[src/rtl/pdr_pkg.sv]
// Shared types and constants of the PID duty regulator.
`default_nettype none

package pdr_pkg;

	// Fixed field widths
	localparam int SETPOINT_W = 16;
	localparam int DUTY_W     = 16;
	localparam int GAIN_W     = 32;
	localparam int COEF_W     = GAIN_W + 2;
	localparam int MODE_W     = 2;
	localparam int IDX_W      = 3;

	// Register indexes of the configuration channel
	localparam logic [IDX_W-1:0] REG_SETPOINT = 3'd0;
	localparam logic [IDX_W-1:0] REG_MODE     = 3'd1;
	localparam logic [IDX_W-1:0] REG_KP       = 3'd2;
	localparam logic [IDX_W-1:0] REG_KI       = 3'd3;
	localparam logic [IDX_W-1:0] REG_KD       = 3'd4;
	localparam logic [IDX_W-1:0] REG_DUTY_MIN = 3'd5;
	localparam logic [IDX_W-1:0] REG_DUTY_MAX = 3'd6;

	// Regulated quantity select
	localparam logic [MODE_W-1:0] MODE_IN_CURRENT  = 2'd0;
	localparam logic [MODE_W-1:0] MODE_IN_VOLTAGE  = 2'd1;
	localparam logic [MODE_W-1:0] MODE_OUT_VOLTAGE = 2'd2;
	localparam logic [MODE_W-1:0] MODE_OUT_CURRENT = 2'd3;

	localparam logic [DUTY_W-1:0] DUTY_MAX_RESET = 16'hFFFF;

	// Settings and derived PID coefficients seen by the datapath
	typedef struct packed {
		logic [SETPOINT_W-1:0]    setpoint;
		logic [MODE_W-1:0]        mode;
		logic [DUTY_W-1:0]        duty_min;
		logic [DUTY_W-1:0]        duty_max;
		logic signed [COEF_W-1:0] a0;
		logic signed [COEF_W-1:0] a1;
		logic signed [GAIN_W-1:0] a2;
	} cfg_t;

endpackage

`default_nettype wire

[src/rtl/pdr_datapath.sv]
// Incremental PID sum, range clamp and error/output history.
`default_nettype none

module pdr_datapath #(
	parameter int ERR_W          = 17,
	parameter int GAIN_FRAC_BITS = 16
) (
	input  wire logic                          clk,
	input  wire logic                          arst_n,
	input  wire logic                          advance,
	input  wire logic signed [ERR_W-1:0]       e_s1,
	input  wire pdr_pkg::cfg_t                 cfg,
	output logic [pdr_pkg::DUTY_W-1:0]         compare_value,
	output logic                               clamped
);

	localparam int PROD_W = pdr_pkg::COEF_W + ERR_W;
	localparam int Y_W    = PROD_W + 2;
	localparam int OUT_W  = pdr_pkg::DUTY_W + GAIN_FRAC_BITS;

	logic signed [ERR_W-1:0]  prev_err_q;
	logic signed [ERR_W-1:0]  prev_prev_err_q;
	logic [OUT_W-1:0]         prev_out_q;

	logic signed [PROD_W-1:0] p0;
	logic signed [PROD_W-1:0] p1;
	logic signed [PROD_W-1:0] p2;
	logic signed [Y_W-1:0]    y;
	logic signed [Y_W-1:0]    lo;
	logic signed [Y_W-1:0]    hi;
	logic                     below;
	logic                     above;

	always_comb begin
		p0 = PROD_W'(cfg.a0) * PROD_W'(e_s1);
		p1 = PROD_W'(cfg.a1) * PROD_W'(prev_err_q);
		p2 = PROD_W'(cfg.a2) * PROD_W'(prev_prev_err_q);
		y  = Y_W'(signed'({1'b0, prev_out_q})) + Y_W'(p0) + Y_W'(p1) + Y_W'(p2);
		lo = Y_W'(signed'({1'b0, cfg.duty_min, {GAIN_FRAC_BITS{1'b0}}}));
		hi = Y_W'(signed'({1'b0, cfg.duty_max, {GAIN_FRAC_BITS{1'b0}}}));
		below = y < lo;
		above = y > hi;
		clamped = below | above;
		if (below) begin
			compare_value = cfg.duty_min;
		end else if (above) begin
			compare_value = cfg.duty_max;
		end else begin
			compare_value = y[GAIN_FRAC_BITS +: pdr_pkg::DUTY_W];
		end
	end

	// On each advance, clear history on a clamp, otherwise shift it by one sample
	always_ff @(posedge clk or negedge arst_n) begin
		if (!arst_n) begin
			prev_err_q      <= '0;
			prev_prev_err_q <= '0;
			prev_out_q      <= '0;
		end else if (advance) begin
			if (clamped) begin
				prev_err_q      <= '0;
				prev_prev_err_q <= '0;
				prev_out_q      <= '0;
			end else begin
				prev_err_q      <= e_s1;
				prev_prev_err_q <= prev_err_q;
				prev_out_q      <= y[OUT_W-1:0];
			end
		end
	end

	a_clamp_clears: assert property (@(posedge clk) disable iff (!arst_n)
		advance && clamped |=> prev_err_q == '0 && prev_prev_err_q == '0 && prev_out_q == '0)
		else $error("history not cleared after clamp");

	a_err_shift: assert property (@(posedge clk) disable iff (!arst_n)
		advance && !clamped |=> prev_err_q == $past(e_s1)
			&& prev_prev_err_q == $past(prev_err_q))
		else $error("error history did not shift");

	a_hold_idle: assert property (@(posedge clk) disable iff (!arst_n)
		!advance |=> $stable(prev_err_q) && $stable(prev_prev_err_q) && $stable(prev_out_q))
		else $error("history changed without an item");

endmodule

`default_nettype wire

[config.mk]
export PLATFORM = sky130hd
export DESIGN_NAME = pdr_datapath
export DESIGN_NICKNAME = d
export VERILOG_FILES = /design/src/rtl/pdr_pkg.sv /design/src/rtl/pdr_datapath.sv
export SDC_FILE = /design/constraint.sdc
export NUM_CORES = 2
export LEC_CHECK = 0
export BUFFER_PORTS_ARGS = -buffer_cell sky130_fd_sc_hd__buf_4
export CAP_MARGIN = 15
export CORE_ASPECT_RATIO = 0.9
export CORE_MARGIN = 10
export CORE_UTILIZATION = 60
export CTS_CLUSTER_DIAMETER = 200
export DETAILED_ROUTE_END_ITERATION = 7
export PLACE_DENSITY = 0.77
export SLEW_MARGIN = 20
export SYNTH_ARGS = -nofsm -noshare
export SYNTH_HDL_FRONTEND = slang
export SYNTH_SLANG_ARGS = --single-unit
[constraint.sdc]
create_clock -name clk -period 14.66 [get_ports clk]
set_clock_uncertainty 0.2 [all_clocks]
set_input_delay 1.466 -clock clk [delete_from_list [all_inputs] [get_ports clk]]
set_output_delay 1.466 -clock clk [all_outputs]
set_load 0.02 [all_outputs]
==> flow_metrics.tcl <==
set metrics [dict create \
    rows 113 \
    drt-vias-per-instance 5.56 \
    netlist_area_um2 63700 \
    r2r-start "prev_err_q[16]$_DFFE_PN0P_" \
    insertion_delay_ns 0.38 \
    yosysTopAreaCellShare_pct 59.4 \
    drc_errors 0 \
    path_max_fanout 22 \
    die_y_um 329 \
    antenna_found_initial 14 \
    drv_slew 0 \
    avgRoutedWirePerCell_um 20.7 \
    finish.utilization_pct 62.6 \
    critPathKind "in -> out" \
    grt_max_degree 67 \
    required_ns 12.99 \
    cts_sinks 66 \
    die_w_um 363 \
    fillers 8407 \
    crit_start "e_s1[9]" \
    synth-seq-cells 66 \
    pin_count 187 \
    arrival_ns 12.23 \
    end_kind "primary output" \
    synth_cell_types 73 \
    routabilityCongestion 0.930 \
    clkTransAtPathRegs_ns 0.06 \
    grt_pass1_wl_um 276000 \
    cp_common_cell "fa_1" \
    dpl.hpwl_um 150000 \
    syn_area_per_cell_um2 9.31 \
    slew_headroom_pct 22.4 \
    max_freq_mhz 72.0 \
    hold_viol 0 \
    fin_crit_sh_pct 94.8 \
    cp_slowest_cell "fa_1" \
    setup_viol_count_final 0 \
    ff2ff_path_depth 38 \
    multi_input_area_um2 53700 \
    grt-ovfl-total 0 \
    core_um2 105000 \
    dpl_worst_slack_ns 0.984 \
    yosys_warnings 0 \
    clockBufferDepth 2 \
    grtUsageTotal_pct 29.6 \
    synthesis.nets 9205 \
    drive_gt1_share_pct 4.00 \
    layout_min_cycle_time_ns 13.89 \
    dieArea_um2 120000 \
    cts_buffers 9 \
    cts-resized-gates 0 \
    cts_tree "done" \
    dr.pass1.iters 6 \
    startpoint_type "input port" \
    rsz0062_at_grt "no" \
    yosys.area.top_type "fa_1" \
    nNetsFinal 9085 \
    cts-root-buf "clkbuf_16" \
    syn_inst 6837 \
    grt_pass1_vias 48800 \
    initialDrtViolationCount 4113 \
    max_stage_delay_ns 0.67 \
    htreeDepth 3 \
    ff2ff_setup_slack_ns 2.01 \
    seq_area_um2 1660 \
    setup_tns_ns 0 \
    yosysSeqAreaShare_pct 2.59 \
    ant_nets 0 \
    cts_setup_buffers 0 \
    syn2layout_area_growth_pct 3.74 \
    io_buffers 168 \
    wl_um 168000 \
    synth-edff-count 0 \
    rr_endpoint "prev_out_q[14]$_DFFE_PN0P_" \
    hold_path_startpoint "prev_prev_err_q[3]$_DFFE_PN0P_" \
    synth.area.top_cells "fa_1 (59%), inv_1 (11%), nand2_1 (7.4%)" \
    num_vias 45100 \
    dpl.cell_count 8085 \
    hold-path-endpoint "prev_prev_err_q[3]$_DFFE_PN0P_" \
    ctsHoldBuffers 0 \
    netlist_top_cells_count "fa_1 (1890), inv_1 (1863), nand2_1 (1250), and2_1 (481), clkbuf_1 (329)" \
    synth_most_common_cell "fa_1" \
    worst_pin_slew_ns 1.16 \
    start_util_pct 60.4 \
    hold_depth 1 \
    hold_class "reg -> reg" \
    outcome "completed" \
    setup_ws_ns 0.768 \
    synth_flop_cell "dfrtp_1" \
    maxCapViolCount 0 \
    synthArstFlopShare_pct 100 \
    fin_cells 8108 \
]
[registers in the layout, summed over array words and instances (netlist names)]
signal,count
prev_err_q,17
prev_prev_err_q,17
prev_out_q,32
[placed cells by master, fill, tap and decap left out, drive strengths merged, types with 7 or more instances in the layout]
cell type and n:
a211oi 11, a21o 28, a21oi 65, and2 481, buf 220, clkbuf 10, dfrtp 66, fa 1890
ha 308, inv 1864, nand2 1250, nand2b 76, nand3 20, nand4 34, nor2 65, nor3 19
nor4 7, o211ai 7, o21a 15, o21ai 62, o221ai 19, o2bb2ai 47, o31ai 10, or3 7
xnor2 34, xor2 14
[metal layers]
| metal | up-vias | GRT usage [%] | routed length [um] |
|---|---|---|---|
| met5 | - | 0 | 126 |
| met4 | 20 | 5.13 | 3200 |
| met3 | 237 | 10.3 | 24500 |
| met2 | 2442 | 43.7 | 73300 |
| met1 | 23300 | 42.9 | 66900 |
| li1 | 19100 | - | - |
[cell families (layout without fill, tap and decap cells)]
family                   count (synthesis)  in the layout  synth area share, %
buffers and inverters                 2216           2101                 13.2
adder cells (fa/ha/maj)               2198           2198                 65.5
AND/OR/NAND/NOR                       1984           1984                 14.3
AO/OA/AOI/OAI                          316            316                 3.59
flip-flops                              66             66                 2.59
XOR/XNOR                                49             49                0.696
multiplexers                             8              8                0.130
other                                    0              6                    0
[critical path: cells and delay by family]
| family | cells | cell delay [ns] |
|---|---|---|
| AOI/OAI and AO/OA | 8 | 1.81 |
| adders and majority gates | 11 | 5.49 |
| and+or+nand+nor | 11 | 2.15 |
| buffers and inverters | 9 | 1.26 |
[cell type report]
class	count	share of cell area [%]
diodes	6	0.0227
clock buffers	10	0.362
repair buffers	220	2.51
inverters	1865	10.6
clock inverters	6	0.136
flip-flops and latches	66	2.51
well taps	1380	2.61
multi-input cells	4555	81.2
[per-stage QoR]
stage                     instance area [um^2]  hold slack (ns)
final                                    66000            0.299
after global routing                     66000            0.329
after CTS                                66000            0.299
after detailed placement                 65700            0.275
after global placement                   65700            0.273
after floorplan                          63700            0.259
[how the worst max path moves through the flow]
stage | endpoint | slack (ns) | depth (start not counted)
2_1_floorplan | compare_value[1] | 2.10 | 40
3_3_place_gp | compare_value[8] | 1.0 | 39
3_5_place_dp | compare_value[9] | 0.98 | 40
4_1_cts | compare_value[9] | 0.90 | 39
5_1_grt | compare_value[9] | 0.18 | 39
6_report | compare_value[13] | 0.77 | 39
Power is left out: the tool's default activity adds up to more than one toggle a clock period on the data nets, which glitch-free logic cannot reach.
