[src/rtl/pdr_pkg.sv]
// Shared types and constants of the PID duty regulator.
`default_nettype none

package pdr_pkg;

	// Fixed field widths
	localparam int SETPOINT_W = 16;
	localparam int DUTY_W     = 16;
	localparam int GAIN_W     = 32;
	localparam int COEF_W     = GAIN_W + 2;
	localparam int MODE_W     = 2;
	localparam int IDX_W      = 3;

	// Register indexes of the configuration channel
	localparam logic [IDX_W-1:0] REG_SETPOINT = 3'd0;
	localparam logic [IDX_W-1:0] REG_MODE     = 3'd1;
	localparam logic [IDX_W-1:0] REG_KP       = 3'd2;
	localparam logic [IDX_W-1:0] REG_KI       = 3'd3;
	localparam logic [IDX_W-1:0] REG_KD       = 3'd4;
	localparam logic [IDX_W-1:0] REG_DUTY_MIN = 3'd5;
	localparam logic [IDX_W-1:0] REG_DUTY_MAX = 3'd6;

	// Regulated quantity select
	localparam logic [MODE_W-1:0] MODE_IN_CURRENT  = 2'd0;
	localparam logic [MODE_W-1:0] MODE_IN_VOLTAGE  = 2'd1;
	localparam logic [MODE_W-1:0] MODE_OUT_VOLTAGE = 2'd2;
	localparam logic [MODE_W-1:0] MODE_OUT_CURRENT = 2'd3;

	localparam logic [DUTY_W-1:0] DUTY_MAX_RESET = 16'hFFFF;

	// Settings and derived PID coefficients seen by the datapath
	typedef struct packed {
		logic [SETPOINT_W-1:0]    setpoint;
		logic [MODE_W-1:0]        mode;
		logic [DUTY_W-1:0]        duty_min;
		logic [DUTY_W-1:0]        duty_max;
		logic signed [COEF_W-1:0] a0;
		logic signed [COEF_W-1:0] a1;
		logic signed [GAIN_W-1:0] a2;
	} cfg_t;

endpackage

`default_nettype wire

[src/rtl/pdr_cfg_regs.sv]
// Configuration registers and derived incremental PID coefficients.
`default_nettype none

module pdr_cfg_regs (
	input  wire logic                        clk,
	input  wire logic                        arst_n,
	input  wire logic                        cfg_valid,
	output logic                             cfg_ready,
	input  wire logic [pdr_pkg::IDX_W-1:0]   cfg_index,
	input  wire logic [pdr_pkg::GAIN_W-1:0]  cfg_data,
	output pdr_pkg::cfg_t                    cfg
);

	logic [pdr_pkg::SETPOINT_W-1:0]    setpoint_q;
	logic [pdr_pkg::MODE_W-1:0]        mode_q;
	logic signed [pdr_pkg::GAIN_W-1:0] kp_q;
	logic signed [pdr_pkg::GAIN_W-1:0] ki_q;
	logic signed [pdr_pkg::GAIN_W-1:0] kd_q;
	logic [pdr_pkg::DUTY_W-1:0]        duty_min_q;
	logic [pdr_pkg::DUTY_W-1:0]        duty_max_q;
	logic signed [pdr_pkg::COEF_W-1:0] a0_q;
	logic signed [pdr_pkg::COEF_W-1:0] a1_q;
	logic signed [pdr_pkg::GAIN_W-1:0] a2_q;

	assign cfg_ready = 1'b1;

	always_ff @(posedge clk or negedge arst_n) begin
		if (!arst_n) begin
			setpoint_q <= '0;
			mode_q     <= pdr_pkg::MODE_IN_CURRENT;
			kp_q       <= '0;
			ki_q       <= '0;
			kd_q       <= '0;
			duty_min_q <= '0;
			duty_max_q <= pdr_pkg::DUTY_MAX_RESET;
		end else if (cfg_valid) begin
			case (cfg_index)
				pdr_pkg::REG_SETPOINT: setpoint_q <= cfg_data[pdr_pkg::SETPOINT_W-1:0];
				pdr_pkg::REG_MODE:     mode_q     <= cfg_data[pdr_pkg::MODE_W-1:0];
				pdr_pkg::REG_KP:       kp_q       <= cfg_data;
				pdr_pkg::REG_KI:       ki_q       <= cfg_data;
				pdr_pkg::REG_KD:       kd_q       <= cfg_data;
				pdr_pkg::REG_DUTY_MIN: duty_min_q <= cfg_data[pdr_pkg::DUTY_W-1:0];
				pdr_pkg::REG_DUTY_MAX: duty_max_q <= cfg_data[pdr_pkg::DUTY_W-1:0];
				default: ;
			endcase
		end
	end

	// Follow the gains in a register; the user, not the block, lets writes land before the math
	always_ff @(posedge clk or negedge arst_n) begin
		if (!arst_n) begin
			a0_q <= '0;
			a1_q <= '0;
			a2_q <= '0;
		end else begin
			a0_q <= pdr_pkg::COEF_W'(kp_q) + pdr_pkg::COEF_W'(ki_q)
				+ pdr_pkg::COEF_W'(kd_q);
			a1_q <= -pdr_pkg::COEF_W'(kp_q) - (pdr_pkg::COEF_W'(kd_q) <<< 1);
			a2_q <= kd_q;
		end
	end

	always_comb begin
		cfg.setpoint = setpoint_q;
		cfg.mode     = mode_q;
		cfg.duty_min = duty_min_q;
		cfg.duty_max = duty_max_q;
		cfg.a0       = a0_q;
		cfg.a1       = a1_q;
		cfg.a2       = a2_q;
	end

endmodule

`default_nettype wire

[config.mk]
export PLATFORM = sky130hd
export DESIGN_NAME = pdr_cfg_regs
export DESIGN_NICKNAME = d
export VERILOG_FILES = /design/src/rtl/pdr_pkg.sv /design/src/rtl/pdr_cfg_regs.sv
export SDC_FILE = /design/constraint.sdc
export NUM_CORES = 1
export LEC_CHECK = 0
export BUFFER_PORTS_ARGS = -buffer_cell sky130_fd_sc_hd__buf_2
export CORE_ASPECT_RATIO = 0.5
export CORE_MARGIN = 1
export CORE_UTILIZATION = 25
export DETAILED_ROUTE_END_ITERATION = 8
export MAX_ROUTING_LAYER = met4
export PLACE_DENSITY_LB_ADDON = 0.08
export SLEW_MARGIN = 20
export SYNTH_ARGS = -nofsm -noshare
export SYNTH_HDL_FRONTEND = slang
export SYNTH_SLANG_ARGS = --single-unit
[constraint.sdc]
create_clock -name clk -period 4.4 [get_ports clk]
set_input_delay 0 -clock clk [delete_from_list [all_inputs] [get_ports clk]]
set_output_delay 0 -clock clk [all_outputs]
set_load 0.03 [all_outputs]
==> results of run 1 <==
==> metal layers <==
metal	wire length [µm]	track usage [%]	vias up	share of wire, %
met2	16980	23.24	186	49
met4	564	2.644	0	1.6
li1	-	-	4310	-
met1	15760	17.94	4505	45
met3	1453	2.535	36	4.2
met5	0	-	-	0
==> kinds of logic (layout without fill, tap and decap cells) <==
logic type | after synthesis | count (layout)
muxes | 85 | 85
other | 1 | 1
DFF | 246 | 246
AOI/OAI and AO/OA | 277 | 277
xor gates and xnor gates | 58 | 58
adders and majority gates | 130 | 130
and+or+nand+nor | 182 | 182
buffers and inverters | 129 | 366
==> per-stage QoR <==
step / power, mW / instances / setup slack (ns) / area, µm² / hold WS, ns
after CTS: 12.34 / 1993 / 0.9577 / 15560 / 0.01690
after detailed placement: 9.750 / 1908 / 0.9925 / 14270 / 0.1562
after global placement: 9.748 / 1907 / 0.9899 / 14260 / 0.1471
final: 12.11 / 1994 / 0.9255 / 15580 / 0.06198
after floorplan: 7.850 / 1108 / 1.328 / 12590 / -0.2956
after global routing: 13.06 / 1994 / 0.7210 / 15580 / 0.05381
==> power breakdown <==
part	internal (mW)	leakage, nW	switching [mW]
sequential	3.02	2.92	0.333
clock	1.48	0.455	0.981
combinational	2.33	3.81	3.97
total	6.83	7.19	5.29
==> flip-flops by register name, indices dropped and copies added (netlist names) <==
| signal | flops |
|---|---|
| kd_q | 32 |
| a0_q | 34 |
| kp_q | 32 |
| mode_q | 2 |
| a2_q | 32 |
| setpoint_q | 16 |
| a1_q | 34 |
| duty_max_q | 16 |
| ki_q | 32 |
| duty_min_q | 16 |
==> how the worst min path moves through the flow <==
stage,endpoint,cells past startpoint
6_report,kd_q[2],5
5_1_grt,mode_q[0],4
4_1_cts,mode_q[0],4
3_5_place_dp,mode_q[0],1
3_3_place_gp,mode_q[1],1
2_1_floorplan,a0_q[0],0
==> layout make-up <==
class / count / area [µm²]
clock buffer: 40 / 754.5
clock inverter: 10 / 187.7
fill: 5061 / 33560
inverter: 85 / 319.1
multi-input combinational: 733 / 5931
sequential: 246 / 6176
tap: 649 / 812.0
timing repair buffer: 231 / 1396
==> critical path, stage by stage, from the launching register on <==
cell	delay [ns]
dfrtp_1	0.41
ha_1	0.29
inv_1	0.04
ha_1	0.20
fa_1	0.46
a211oi_1	0.21
o21ai_0	0.28
o21ai_0	0.36
o21ai_0	0.26
a31oi_1	0.51
o21ai_1	0.16
xor2_1	0.16
==> layout by cell type, fill, tap and decap left out, drive strengths merged, types with 10 or more instances in the layout <==
cell         count
o211ai          11
nand2           96
xnor2           35
mux2            85
nand3           16
dfrtp          230
nor2            16
fa              34
ha              96
a21o            28
o21ai          103
clkbuf          40
nor2b           10
buf            196
dfstp           16
dlygate4sd3     35
xor2            23
a21oi           68
inv             87
==> metrics.md, run 1 <==
| Metric | Value |
|---|---|
| Clock transition at path regs | `~0.060 ns` |
| Fmax | `287.8 MHz` |
| Boundary Pins | `189` |
| Hold path startpoint | `cfg_index[2]` |
| Sum Neg Setup Slack | `0 ns` |
| CP Capture Type | `register` |
| Gr ovfl total | `0` |
| Core ar. | `about 0.049 mm²` |
| Slew margin rel. | `38.01%` |
| Power Density | `777.6 mW/mm²` |
| CTS Sinks | `246` |
| Maximum VDD drop | `0.0002760 V` |
| Site row count | `57` |
| Register area share after synthesis | `about half` |
| Post-Route WL | `34.76 mm` |
| Inserted Clock Buffers | `27` |
| DRC Markers | `0` |
| Vias in the first global route | `about 9400` |
| Pleak | `7.190 nW` |
| Mean routed wirelength per cell | `17.43 µm` |
| Final Hold Viols | `0` |
| Initial antenna violation count | `1` |
| Final GP Congestion | `0.8179` |
| Period utilisation layout | `78.97%` |
| Synth area leader | `dfrtp_1` |
| Post-synth EDFFs | `0` |
| Post-route antenna net violation count | `0` |
| Unrepaired setup endpoints after global routing | `no` |
| Post-layout net count | `1492` |
| First-pass GRT wire length | `54.52 mm` |
| Clock Skew | `0.01856 ns` |
| Final HPWL DP | `26.23 mm` |
| Largest net degree at the start of global routing | `113` |
| Worst setup endpoint | `a1_q[27]` |
| Multiplexer share of the synthesized area | `approximately 7.6%` |
| Critical path peak fanout | `4` |
| CTS Hold Buffers Added | `35` |
| Root Buffer | `clkbuf_16` |
| Synthesized Nets | `between 1000 and 1500` |
| Worst Setup SP | `kp_q[1]` |
| R2r setup slk | `0.93 ns` |
| Via count | `9037` |
| Fin. max-slew vios | `0` |
| Synth warn | `0` |
| Critical Path Source Type | `register` |
| Yosys reg bits | `246` |
| Async SR Flop Fraction | `100.0%` |
| Setup bufs post-CTS | `0` |
| Die H | `160.7 µm` |
| Area Overhead vs Synth | `23.72%` |
| RR Endpoint | `a1_q[27]` |
| Dominant cells by area after synthesis | `dfrtp_1, ha_1, mux2_2, fa_1, o21ai_0` |
| Number of diodes | `0` |
| Worst-margin pin slew | `0.9299 ns` |
| Util after Layout | `31.70%` |
| Cell with the most instances after synthesis | `dfrtp_1` |
| Req. time, crit path | `4.83 ns` |
| Status | `finished, final reports clean` |
| Post-Syn Area | `approximately 0.013 mm²` |
| R2R Path Start | `kp_q[1]` |
| Class of the worst hold path | `in -> reg` |
| Initial core utilization | `25.62%` |
| Post-synth top area share | `45.72%` |
| Tot GR Track Use | `between 10% and 20%` |
| Largest family of logic cells by synthesized area | `adder cells` |
| Complex-gate fraction of the synthesized area | `13.56%` |
| Cts repair resizes | `0` |
| Worst-Skew Late Latency | `0.56 ns` |
| Share of cells above drive strength 1 | `25.95%` |
| Synth unique cells | `64` |
| Main flop type after synthesis | `dfrtp_1` |
| Post-Synth Adder-Cell Area | `14.95%` |
| Full die area | `0.05131 mm²` |
| DR iter-0 viols | `488` |
| DRT Pass-1 Iters | `5` |
| Worst r2r path cells | `11` |
| Synth cell count leaders | `dfrtp_1, o21ai_0, ha_1, nand2_1, inv_1` |
| Final setup fails | `0` |
| Port buffer count | `between 150 and 200` |
| TritonCTS clock tree | `done` |
| Mean area per synthesized cell | `11.36 µm²` |
| Clock buffer depth | `3` |
| Mapped Cells | `1108` |
| Simple-gate share of the synthesized area | `6.818%` |
| Synth Area in XOR/XNOR | `under 10%` |
| Die W | `319.4 µm` |
| H-Tree Depth | `1` |
| Max-Cap Viols | `0` |
| Crit path DAT | `3.91 ns` |
| Vias per cell | `approximately 4.5` |
| Crit path kind | `reg -> reg` |
| Tmin final | `3.474 ns` |
(Power assumes the default switching activity.)
==> inputs of run 2 (changes only) <==
==> constraint.sdc (replaced) <==
create_clock -name clk -period 3.5 [get_ports clk]
set_input_delay 0 -clock clk [delete_from_list [all_inputs] [get_ports clk]]
set_output_delay 0 -clock clk [all_outputs]
set_load 0.03 [all_outputs]
==> metrics.md, run 2 (synthesized netlist as in run 1, its figures left out) <==
| Metric | Value |
|---|---|
| Status | `finished, final reports clean` |
| Clock transition at path regs | `0.07 ns (about the same)` |
| Internal power | `8.478 mW (+24%)` |
| Vias per cell | `4.514 (-0.41%)` |
| Sw Ratio | `43.96% (+0.32 points)` |
| Area Overhead vs Synth | `23.98%` |
| Post-route antenna net violation count | `0 (unchanged)` |
| Sum Neg Setup Slack | `0 ns (unchanged)` |
| Placed cell area | `0.01436 mm² (+0.61%)` |
| Slowest cell on the critical path | `fa_1` |
| Top cell by count, worst path | `o211ai_1` |
| DR iter-0 viols | `388 (-20%)` |
| Core ar. | `0.04914 mm² (unchanged)` |
| Worst Slack Setup Final | `0.1969 ns (-0.7286 ns)` |
| Vias in the first global route | `9418 (+0.49%)` |
| Period utilisation layout | `94.37% (+15 points)` |
| Post-Route WL | `35.07 mm (+0.90%)` |
| RR Endpoint | `a0_q[31]` |
| R2R Path Start | `kp_q[1]` |
| CTS Sinks | `246 (unchanged)` |
| Commonest cells after routing, fill and taps aside | `dfrtp_1, buf_2, o21ai_0` |
| Largest net degree at the start of global routing | `101 (-11%)` |
| Tmin final | `3.303 ns (-0.1714 ns)` |
| Clock Skew | `0.01205 ns (-0.006511 ns)` |
| H-Tree Depth | `1 (unchanged)` |
| Critical path peak fanout | `3 (-1)` |
| Final setup fails | `0 (unchanged)` |
| Port buffer count | `187 (unchanged)` |
| Req. time, crit path | `3.98 ns (-0.85 ns)` |
| Psw | `6.650 mW (+26%)` |
| Placement Setup Slack | `0.004835 ns (-0.9876 ns)` |
| Die W | `319.4 µm (unchanged)` |
| Worst setup endpoint | `a0_q[31]` |
| Root Buffer | `clkbuf_16` |
| Final GP Congestion | `0.8229 (+0.61%)` |
| Clock network fraction of design power | `18.8% (-1.5 points)` |
| CP cell instances | `fa_1 > ha_1 > fa_2 > a211oi_2 > o211ai_1 > a22oi_1 > buf_4 > o211ai_1 > a211o_1 > a21oi_1 > xnor2_1` |
| Unrepaired setup endpoints after global routing | `no` |
| Final HPWL DP | `26.55 mm (+1.2%)` |
| Gr ovfl total | `0 (unchanged)` |
| Combinational share of power | `53.4% (+1.4 points)` |
| CP Capture Type | `register` |
| Worst-Skew Late Latency | `0.56 ns (about the same)` |
| Fmax | `302.7 MHz (+5.2%)` |
| Final design area excluding fillers | `0.01561 mm² (+0.21%)` |
| Worst r2r path cells | `11 (unchanged)` |
| Inserted Clock Buffers | `26 (-3.7%)` |
| Crit path kind | `reg -> reg` |
| Largest regs | `a0_q x34, a1_q x34` |
| Max-Cap Viols | `0 (unchanged)` |
| Initial antenna violation count | `1 (unchanged)` |
| Final Hold Viols | `0 (unchanged)` |
| Pleak | `7.223 nW (+0.45%)` |
| Post-layout net count | `1504 (+0.80%)` |
| Crit path DAT | `3.78 ns (-0.13 ns)` |
| Die H | `160.7 µm (unchanged)` |
| Full die area | `0.05131 mm² (unchanged)` |
| Number of diodes | `0 (unchanged)` |
| DRT Pass-1 Iters | `5 (unchanged)` |
| Class of the worst hold path | `in -> async` |
| Mean routed wirelength per cell | `17.51 µm (+0.44%)` |
| Critical Path Source Type | `register` |
| Share of cells above drive strength 1 | `27.10% (+1.2 points)` |
| Commonest non-fill, non-tap cell in the layout | `dfrtp_1` |
| R2r setup slk | `0.20 ns (-0.73 ns)` |
| Slew margin rel. | `44.45% (+6.4 points)` |
| Maximum VDD drop | `0.0002853 V (+3.4%)` |
| Clock buffer depth | `3 (unchanged)` |
| Tot GR Track Use | `14.07% (+0.075 points)` |
| Initial core utilization | `25.62% (unchanged)` |
| Delay of the slowest critical-path stage | `0.49 ns (-0.02 ns)` |
| TritonCTS clock tree | `done` |
| First-pass GRT wire length | `54.70 mm (+0.33%)` |
| Worst-margin pin slew | `0.8262 ns (-0.1037 ns)` |
| DRC Markers | `0 (unchanged)` |
| Seq pwr share | `27.8% (+0.2 points)` |
| Power Density | `969.2 mW/mm² (+25%)` |
| Via count | `9041 (+0.044%)` |
| Boundary Pins | `189 (unchanged)` |
| Fin. max-slew vios | `0 (unchanged)` |
| Site row count | `57 (unchanged)` |
| Worst Setup SP | `kp_q[1]` |
==> run 2: cell count changes in the layout (fill, tap and decap cells not counted), moves of 2 or more <==
| cell | before | now |
|---|---|---|
| buf_6 | 2 | 0 |
| clkbuf_1 | 10 | 5 |
| buf_4 | 5 | 20 |
| bufinv_16 | 5 | 1 |
| clkbuf_8 | 3 | 9 |
==> run 2: layer usage <==
| metal | track usage [%] | part of all wire [%] | routed length (µm) | vias up |
|---|---|---|---|---|
| li1 | - | - | - | 4326 |
| met1 | 18.07 | 45 | 15910 | 4498 |
| met2 | 23.23 | 49 | 17090 | 185 |
| met3 | 2.648 | 4.2 | 1488 | 32 |
| met4 | 2.688 | 1.7 | 582 | 0 |
| met5 | - | 0 | 0 | - |
==> run 2: worst min-delay path by stage <==
stage | slack (ns) | end | from
after detailed placement | 0.12 | mode_q[0] | arst_n
after global placement | 0.10 | mode_q[0] | arst_n
after global routing | 0.07 | mode_q[0] | cfg_valid
after floorplan | -0.30 | a0_q[0] | arst_n
final | 0.09 | setpoint_q[2] | arst_n
after CTS | 0.03 | mode_q[0] | cfg_valid
==> run 2: stage by stage <==
step | utilization, % | hold WS, ns | cells | total power, mW
6_report | 31.76 | 0.08595 | 2003 | 15.13
5_1_grt | 31.76 | 0.06757 | 2003 | 16.33
4_1_cts | 31.70 | 0.03470 | 2001 | 15.35
3_5_place_dp | 29.22 | 0.1153 | 1920 | 12.35
3_3_place_gp | 29.22 | 0.1038 | 1920 | 12.37
2_1_floorplan | - | -0.2956 | 1108 | 9.869
==> run 2: final cells by class <==
type,instances,area (µm²)
tap,649,812.0
inverter,85,319.1
clock inverter,6,72.57
timing repair buffer,244,1486
sequential,246,6176
clock buffer,40,793.3
fill,5049,33530
multi-input combinational,733,5949
==> run 2: worst max-delay path: cells and delay by family, from the launching register on <==
kind	cells	cell delay, ns
AOI/OAI and AO/OA	6	1.36
DFF	1	0.42
buffers and inverters	1	0.18
xor gates and xnor gates	1	0.13
adders and majority gates	3	1.13
==> run 2: timing repair <==
item / CTS / global route
gates resized for setup: 1 / 4
endpoints found under the hold margin: 243 / 0
cloned: 0 / 0
setup buffers: 0 / 2
endpoints found under the setup margin: 1 / 12
hold buffers: 35 / 0
pin swaps: 0 / 3
==> run 2: power groups by stage <==
| stage | combinational, mW | clock [mW] | sequential, mW |
|---|---|---|---|
| floorplan | 4.42 | 0 | 5.45 |
| global placement | 8.10 | 0 | 4.28 |
| detailed placement | 8.06 | 0 | 4.29 |
| CTS | 8.14 | 2.97 | 4.25 |
| global route | 8.92 | 3.08 | 4.33 |
| finish | 8.08 | 2.84 | 4.21 |
